**src/hw/rtl/mts_pkg.sv**
```systemverilog
// ----------------------------------------------------------------------------
// mts_pkg
// Shared types and constants for the mixed-type subtractor.
// ----------------------------------------------------------------------------
package mts_pkg;

  localparam logic [1:0] TAG_UNSIGNED = 2'd0;
  localparam logic [1:0] TAG_SIGNED   = 2'd1;
  localparam logic [1:0] TAG_DOUBLE   = 2'd2;
  localparam logic [1:0] TAG_UNKNOWN  = 2'd3;

  localparam logic [63:0] QNAN = 64'hFFF8000000000000;

  // unpacked binary64 operand: exponent in biased form, 64-bit significand
  // with the leading one at bit 63 (or below for subnormals / zero)
  typedef struct packed {
    logic        sign;
    logic [11:0] exp;
    logic [63:0] sig;
    logic        zero;
    logic        inf;
    logic        nan;
  } mts_op_t;

  function automatic logic [5:0] lzc64(input logic [63:0] v);
    logic [5:0] n;
    logic       found;
    n = 6'd0;
    found = 1'b0;
    for (int i = 63; i >= 0; i--) begin
      if (!found && v[i]) begin
        n = 6'(63 - i);
        found = 1'b1;
      end
    end
    return n;
  endfunction

endpackage

```
**src/hw/rtl/mixed_type_subtractor_unit.sv**
```systemverilog
// ----------------------------------------------------------------------------
// mixed_type_subtractor_unit
// Subtracts two type-tagged 64-bit operands (unsigned, signed or binary64).
// ----------------------------------------------------------------------------
// Usage:
//   Input channel: in_valid / in_ready with tag_a, bits_a, tag_b, bits_b.
//   Output channel: out_valid / out_ready with valid_res, result_tag and
//   result_bits. One result per request, in request order.
//   The pipeline has five register stages: unpack and integer-to-double
//   conversion, alignment, add, normalize, round. One request is accepted
//   every cycle while the output is taken.
//   When out_ready is low, the stages hold; a stage with an empty slot still
//   advances, so bubbles are squeezed out before the pipe stops accepting.
//   rst clears all stage valid bits; payload registers are not reset.
//   Integer results travel down the pipe unchanged alongside the float path.
//   NaN results are the default quiet NaN, or the quieted NaN operand with
//   operand a taking precedence.
// ----------------------------------------------------------------------------
module mixed_type_subtractor_unit
  import mts_pkg::*;
(
  input  logic        clk,
  input  logic        rst,
  input  logic        in_valid,
  output logic        in_ready,
  input  logic [1:0]  tag_a,
  input  logic [63:0] bits_a,
  input  logic [1:0]  tag_b,
  input  logic [63:0] bits_b,
  output logic        out_valid,
  input  logic        out_ready,
  output logic        valid_res,
  output logic [1:0]  result_tag,
  output logic [63:0] result_bits
);

  // stage enables
  logic v1, v2, v3, v4, v5;
  logic en1, en2, en3, en4, en5;
  assign en5 = !v5 || out_ready;
  assign en4 = !v4 || en5;
  assign en3 = !v3 || en4;
  assign en2 = !v2 || en3;
  assign en1 = !v1 || en2;
  assign in_ready = en1;
  assign out_valid = v5;

  always_ff @(posedge clk) begin
    if (rst) begin
      v1 <= 1'b0; v2 <= 1'b0; v3 <= 1'b0; v4 <= 1'b0; v5 <= 1'b0;
    end else begin
      if (en1) v1 <= in_valid;
      if (en2) v2 <= v1;
      if (en3) v3 <= v2;
      if (en4) v4 <= v3;
      if (en5) v5 <= v4;
    end
  end

  // ---------------- stage 1: classify, integer path, unpack ----------------
  function automatic mts_op_t unpack(input logic [1:0] tag, input logic [63:0] b);
    mts_op_t    o;
    logic [63:0] mag;
    logic [5:0]  lz;
    logic [63:0] n;
    logic        up;
    logic [53:0] r;
    o = '0;
    if (tag == TAG_DOUBLE) begin
      o.sign = b[63];
      o.inf  = (b[62:52] == 11'h7FF) && (b[51:0] == '0);
      o.nan  = (b[62:52] == 11'h7FF) && (b[51:0] != '0);
      o.zero = (b[62:0] == '0);
      if (b[62:52] == '0) begin
        o.exp = 12'd1;
        o.sig = {1'b0, b[51:0], 11'b0};
      end else begin
        o.exp = {1'b0, b[62:52]};
        o.sig = {1'b1, b[51:0], 11'b0};
      end
    end else begin
      o.sign = (tag == TAG_SIGNED) && b[63];
      mag    = o.sign ? (~b + 64'd1) : b;
      lz     = lzc64(mag);
      o.zero = (mag == '0);
      n      = mag << lz;
      // round to 53 bits, nearest even
      up     = n[10] && ((|n[9:0]) || n[11]);
      r      = {1'b0, n[63:11]} + {53'd0, up};
      if (o.zero) begin
        o.sig = '0;
        o.exp = 12'd1;
      end else if (r[53]) begin
        o.sig = {1'b1, 63'd0};
        o.exp = 12'd1087 - {6'd0, lz};
      end else begin
        o.sig = {r[52:0], 11'd0};
        o.exp = 12'd1086 - {6'd0, lz};
      end
    end
    return o;
  endfunction

  logic        s1_known, s1_fp;
  logic [1:0]  s1_itag;
  logic [63:0] s1_idiff, s1_ba, s1_bb;
  mts_op_t     s1_a, s1_b;

  always_ff @(posedge clk) begin
    logic [63:0] idiff;
    if (en1) begin
      idiff = bits_a - bits_b;
      s1_known <= (tag_a != TAG_UNKNOWN) && (tag_b != TAG_UNKNOWN);
      s1_fp    <= (tag_a == TAG_DOUBLE) || (tag_b == TAG_DOUBLE);
      s1_idiff <= idiff;
      if (tag_a == TAG_UNSIGNED && tag_b == TAG_UNSIGNED)
        s1_itag <= (bits_a < bits_b) ? TAG_SIGNED : TAG_UNSIGNED;
      else
        s1_itag <= idiff[63] ? TAG_SIGNED : TAG_UNSIGNED;
      s1_a  <= unpack(tag_a, bits_a);
      s1_b  <= unpack(tag_b, bits_b);
      s1_ba <= bits_a;
      s1_bb <= bits_b;
    end
  end

  // ---------------- stage 2: special cases, order, align ----------------
  logic        s2_known, s2_fp, s2_special, s2_sub, s2_sign;
  logic [1:0]  s2_itag;
  logic [63:0] s2_idiff, s2_spec;
  logic [11:0] s2_exp;
  logic [66:0] s2_big, s2_small;

  always_ff @(posedge clk) begin
    logic        sb, swap;
    logic [11:0] d;
    logic [66:0] sm, sh;
    logic        stk;
    if (en2) begin
      s2_known <= s1_known;
      s2_fp    <= s1_fp;
      s2_itag  <= s1_itag;
      s2_idiff <= s1_idiff;
      sb = !s1_b.sign;
      s2_special <= s1_a.nan || s1_b.nan || s1_a.inf || s1_b.inf;
      if (s1_a.nan)
        s2_spec <= s1_ba | 64'h0008000000000000;
      else if (s1_b.nan)
        s2_spec <= s1_bb | 64'h0008000000000000;
      else if (s1_a.inf && s1_b.inf && (s1_a.sign == sb))
        s2_spec <= {s1_a.sign, 11'h7FF, 52'd0};
      else if (s1_a.inf && s1_b.inf)
        s2_spec <= QNAN;
      else if (s1_a.inf)
        s2_spec <= {s1_a.sign, 11'h7FF, 52'd0};
      else
        s2_spec <= {sb, 11'h7FF, 52'd0};
      swap = (s1_b.exp > s1_a.exp) ||
             ((s1_b.exp == s1_a.exp) && (s1_b.sig > s1_a.sig));
      s2_sub  <= (s1_a.sign != sb);
      s2_sign <= swap ? sb : s1_a.sign;
      s2_exp  <= swap ? s1_b.exp : s1_a.exp;
      s2_big  <= {1'b0, (swap ? s1_b.sig : s1_a.sig), 2'b0};
      sm = {1'b0, (swap ? s1_a.sig : s1_b.sig), 2'b0};
      d  = swap ? (s1_b.exp - s1_a.exp) : (s1_a.exp - s1_b.exp);
      if (d > 12'd66) begin
        sh  = '0;
        stk = (sm != '0);
      end else begin
        sh  = sm >> d[6:0];
        stk = ((sh << d[6:0]) != sm);
      end
      s2_small <= {sh[66:1], sh[0] | stk};
    end
  end

  // ---------------- stage 3: add / subtract ----------------
  logic        s3_known, s3_fp, s3_special, s3_sign, s3_sub;
  logic [1:0]  s3_itag;
  logic [63:0] s3_idiff, s3_spec;
  logic [11:0] s3_exp;
  logic [66:0] s3_sum;

  always_ff @(posedge clk) begin
    if (en3) begin
      s3_known   <= s2_known;
      s3_fp      <= s2_fp;
      s3_itag    <= s2_itag;
      s3_idiff   <= s2_idiff;
      s3_special <= s2_special;
      s3_spec    <= s2_spec;
      s3_sign    <= s2_sign;
      s3_sub     <= s2_sub;
      s3_exp     <= s2_exp;
      s3_sum     <= s2_sub ? (s2_big - s2_small) : (s2_big + s2_small);
    end
  end

  // ---------------- stage 4: normalize ----------------
  logic        s4_known, s4_fp, s4_special, s4_sign, s4_zero;
  logic [1:0]  s4_itag;
  logic [63:0] s4_idiff, s4_spec;
  logic [12:0] s4_exp;
  logic [66:0] s4_sig;

  always_ff @(posedge clk) begin
    logic [5:0]  lz;
    logic [12:0] e;
    logic [6:0]  sh;
    if (en4) begin
      s4_known   <= s3_known;
      s4_fp      <= s3_fp;
      s4_itag    <= s3_itag;
      s4_idiff   <= s3_idiff;
      s4_special <= s3_special;
      s4_spec    <= s3_spec;
      s4_zero    <= (s3_sum == '0);
      s4_sign    <= (s3_sum == '0) ? (s3_sign & !s3_sub) : s3_sign;
      if (s3_sum[66]) begin
        s4_sig <= {1'b0, s3_sum[66:2], s3_sum[1] | s3_sum[0]};
        s4_exp <= {1'b0, s3_exp} + 13'd1;
      end else begin
        lz = lzc64(s3_sum[65:2]);
        if (s3_sum[65:2] == '0) lz = 6'd63;
        e  = {1'b0, s3_exp};
        // stop at exponent 1 so subnormals keep their denormalized form
        if (e - 13'd1 < {7'd0, lz}) sh = 7'(e - 13'd1);
        else sh = {1'b0, lz};
        s4_sig <= s3_sum << sh;
        s4_exp <= e - {6'd0, sh};
      end
    end
  end

  // ---------------- stage 5: round and select ----------------
  logic        r_valid;
  logic [1:0]  r_tag;
  logic [63:0] r_bits;

  always_ff @(posedge clk) begin
    logic [53:0] m;
    logic        g, st, up;
    logic [12:0] e;
    if (en5) begin
      m  = {1'b0, s4_sig[65:13]};
      g  = s4_sig[12];
      st = |s4_sig[11:0];
      up = g && (st || m[0]);
      m  = m + {53'd0, up};
      e  = s4_exp;
      if (m[53]) begin
        m = m >> 1;
        e = e + 13'd1;
      end
      if (!m[52]) e = 13'd0;
      r_valid <= s4_known;
      if (!s4_known) begin
        r_tag  <= TAG_UNSIGNED;
        r_bits <= '0;
      end else if (!s4_fp) begin
        r_tag  <= s4_itag;
        r_bits <= s4_idiff;
      end else begin
        r_tag <= TAG_DOUBLE;
        if (s4_special)
          r_bits <= s4_spec;
        else if (s4_zero)
          r_bits <= {s4_sign, 63'd0};
        else if (e >= 13'd2047)
          r_bits <= {s4_sign, 11'h7FF, 52'd0};
        else
          r_bits <= {s4_sign, e[10:0], m[51:0]};
      end
    end
  end

  assign valid_res   = r_valid;
  assign result_tag  = r_tag;
  assign result_bits = r_bits;

endmodule
```
**config.mk**
```make
export PLATFORM = sky130hd
export DESIGN_NAME = mixed_type_subtractor_unit
export DESIGN_NICKNAME = d
export VERILOG_FILES = /design/src/hw/rtl/mts_pkg.sv /design/src/hw/rtl/mixed_type_subtractor_unit.sv
export SDC_FILE = /design/constraint.sdc
export NUM_CORES = 2
export LEC_CHECK = 0
export BUFFER_PORTS_ARGS = -buffer_cell sky130_fd_sc_hd__buf_2
export CELL_PAD_IN_SITES_DETAIL_PLACEMENT = 1
export CELL_PAD_IN_SITES_GLOBAL_PLACEMENT = 2
export CORE_ASPECT_RATIO = 1.25
export CORE_MARGIN = 2
export CORE_UTILIZATION = 37
export DETAILED_ROUTE_END_ITERATION = 10
export HOLD_SLACK_MARGIN = 0.12
export PLACE_DENSITY = 0.79
export SLEW_MARGIN = 20
export SYNTH_ARGS = -nofsm -noshare
export SYNTH_HDL_FRONTEND = slang
export SYNTH_SLANG_ARGS = --single-unit
```
**constraint.sdc**
```tcl
create_clock -name clk -period 13.04 [get_ports clk]
set_input_delay 2.608 -clock clk [delete_from_list [all_inputs] [get_ports clk]]
set_output_delay 2.608 -clock clk [all_outputs]
set_load 0.1 [all_outputs]
```
==> run metrics <==
status=finished, violations left; failing checks=design-rule violations; multi-input logic area=a little over 50000 sq um; #FFs+latches synth=between 1000 and 1500; wire per inst=around 40 microns; CP startpoint=bits_a[19]; final instance area=just under 100000 sq um; synth unique cells=approximately 140; Ys Warns=0; period utilisation layout=between 80 and 90%; initial antenna violation count=42; total grt overflow=0; maximum clock rate=slightly below 90 MHz; max-slew violations=0; RSZ-0062 raised after global routing=false; Synth-to-Final Area Change=11.56%; DIE AREA=240200 sq um; Post-synth EDFFs=around 1100; R2R depth=26; max-cap violations=0; HPWL after DPL=between 400 and 500 mm; slowest stage delay, CP=between 1 and 1.5 ns; FF+latch area=~33000 sq um; final WL=between 500 and 600 mm; WS Path Type=input port to flip-flop; Worst-Margin Slew=~1.3 ns; # Post-CTS Setup Buffers=0; Worst EP arrival=11.99 ns; dpl cell area=94020 sq um; Final setup viols=0; Critical Path RT=roughly 14 ns; row cnt=~200; Num Clock Sinks=roughly 1100; post-synthesis sequential area ratio=between 30% and 40%; post-route minimum period=between 10 and 15 ns; Total GRT Usage=between 40 and 50%; vias in the first global route=roughly 87000; RR Endpoint=s2_small[0]$_DFFE_PP_; nets=10130; leakage=37.40 nW; Slowest-stage cell, CP=nor3_2; port bufs=roughly 200; CP Capture Type=flip-flop; TritonRoute pass-1 iters=11; CTS-repair resized insts=0; layout cells sized above 1=13.15%; Avg Synthesized Cell Area=9.157 sq um; CORE AREA=235000 sq um; Starting Density=37.20%; CP max FO=23; Setup TNS=0 ns; Setup crit end=s1_a[17]$_DFFE_PP_; CP Launch Type=input port; CTS Buffer Depth=3; chip height=roughly 550 microns; CTS buffer count=100; worst-skew pair later-pin latency=roughly 0.73 ns; CP most frequent cell=buf_4; CTS tree=yes; Via density=approximately 6.7; first-pass GRT wire length=702.4 mm; Post-Synthesis Cell Area=between 80000 and 90000 sq um; Routed Antenna Nets=0; Hold Crit Class=flip-flop to flip-flop; fillers=between 20000 and 30000; worst vdd ir=around 0.11 mV; FF-to-FF setup slack=around 2.2 ns; relative slew slack=about 15%; Post-Syn Nets=around 10000; top_reg_cell synth=edfxtp_1; Initial DRC Count=9242; vias after detailed routing=between 80000 and 90000; Synth Instances=~9500; residual DRC count=20; H-tree depth=3; Worst R2R Start=s1_a[62]$_DFFE_PP_; largest net degree at the start of global routing=roughly 150; Die Width=between 400 and 500 microns; cell area power density=between 200 and 250 nW/um^2; clock skew=between 0.08 and 0.09 ns; # IOs=205; routability cong.=~1.1; hold_buf cts=0; Final Hold Viols=0; CTS root buffer=clkbuf_16; Reg clk slew, reported paths=about 0.07 ns; Async S/R FF share, synth=0%
-- power breakdown --
part / switching [W] / total (W) / internal, W / leakage (nW)
combinational: 0.00770 / 0.0110 / 0.00327 / 23.9
sequential: 0.00104 / 0.00574 / 0.00470 / 11.9
clock: 0.00141 / 0.00308 / 0.00167 / 1.63
total: 0.0101 / 0.0198 / 0.00964 / 37.4
-- sequential cells by signal, summed over array words and instances (netlist names), 66 cells and up --
signal and count:
s1_b 67, s4_sig 66, s2_small 66, s1_a 67, s3_sum 67
-- worst max-delay path: cells and delay by family --
kind	cells	cell delay, ns
AO/OA/AOI/OAI	7	1.97
AND/OR/NAND/NOR	13	6.09
buffers and inverters	5	1.25
-- synth_stat cells, types with 50 or more instances --
master | n | area [sq um]
mux2i_1 | 507 | 5075
o211ai_1 | 200 | 1501
inv_1 | 342 | 1284
a21o_1 | 104 | 780.8
o31ai_1 | 62 | 465.5
nand4_1 | 133 | 832.1
nor4_1 | 152 | 950.9
mux2_2 | 136 | 1531
a221oi_1 | 70 | 613.1
nor2_1 | 769 | 2887
a22oi_1 | 83 | 623.1
or3_1 | 76 | 475.5
a211oi_1 | 147 | 1104
clkbuf_1 | 414 | 1554
xnor2_1 | 311 | 2724
o21ai_1 | 85 | 425.4
o22ai_1 | 94 | 588.1
and2_1 | 50 | 312.8
nor3_1 | 268 | 1341
nand2b_1 | 68 | 425.4
nand2_1 | 805 | 3022
o21ai_0 | 517 | 2587
o211a_1 | 61 | 610.6
mux4_2 | 59 | 1329
edfxtp_1 | 1083 | 32520
o221ai_1 | 52 | 455.4
buf_2 | 82 | 410.4
buf_1 | 89 | 334.1
ha_1 | 273 | 3416
and3_1 | 68 | 425.4
nor2b_1 | 58 | 362.9
a21oi_1 | 692 | 3463
o21a_1 | 54 | 405.4
nand3_1 | 381 | 1907
a31oi_1 | 133 | 832.1
a22o_1 | 124 | 1086
xor2_1 | 151 | 1323
-- cell usage in the layout (no fill, tap or decap), drive strengths merged, types with 139 or more instances in the layout --
cell | synthesis | routed
edfxtp | 1083 | 1083
nand2 | 811 | 811
nor2 | 773 | 773
a21oi | 694 | 694
buf | 208 | 691
o21ai | 604 | 604
mux2i | 509 | 509
nand3 | 383 | 383
inv | 344 | 353
xnor2 | 313 | 313
nor3 | 289 | 289
ha | 273 | 273
o211ai | 202 | 202
nor4 | 165 | 165
xor2 | 151 | 151
a211oi | 151 | 151
mux2 | 139 | 139
-- logic make-up (layout without fill, tap and decap cells) --
family	after synthesis	in the layout	share of synthesized area [%]
muxes	707	707	9.151
DFF	1088	1088	37.31
buffers and inverters	969	1223	4.515
AOI/OAI and AO/OA	2975	2975	23.05
xor gates and xnor gates	464	464	4.666
and+or+nand+nor	3067	3067	17.29
other	0	27	0
adders and majority gates	278	278	4.022
-- layer usage --
metal,up-vias,global-route usage (%),routed length (microns)
met5,-,0.2788,192
met4,16,33.52,51350
met3,1411,7.321,37870
met2,4579,65.62,231200
met1,44040,48.86,193100
li1,37050,-,-
-- metrics by stage --
step	hold WS (ns)	utilization (%)	cells	setup WS, ns	power [W]
floorplan	0.4003	-	9548	2.702	0.01135
global placement	0.4021	39.99	12730	1.110	0.01614
detailed placement	0.4057	40.00	12730	1.200	0.01622
CTS	0.4131	41.45	12920	1.951	0.01935
global route	0.4114	41.48	12930	1.117	0.02025
finish	0.4156	41.50	12940	1.541	0.01979
-- area by class of cell --
cell class	instances	area share [%]
diodes	27	0.06927
clock buffers	120	2.663
clock inverters	65	0.8326
inverters	347	1.351
multi-input cells	7491	52.63
flip-flops and latches	1088	33.45
well taps	3115	3.996
repair buffers	691	5.008
-- worst min path at each step --
stage | from | end | slack, ns | cells after the start
after floorplan | s1_fp$_DFFE_PP_ | s2_fp$_DFFE_PP_ | 0.40 | 0
after global placement | s2_idiff[33]$_DFFE_PP_ | s3_idiff[33]$_DFFE_PP_ | 0.40 | 0
after detailed placement | s3_spec[48]$_DFFE_PP_ | s4_spec[48]$_DFFE_PP_ | 0.41 | 0
after CTS | s2_idiff[22]$_DFFE_PP_ | s3_idiff[22]$_DFFE_PP_ | 0.41 | 0
after global routing | s2_spec[17]$_DFFE_PP_ | s3_spec[17]$_DFFE_PP_ | 0.41 | 0
final | s1_idiff[57]$_DFFE_PP_ | s2_idiff[57]$_DFFE_PP_ | 0.42 | 0
(Power assumes the default switching activity.)
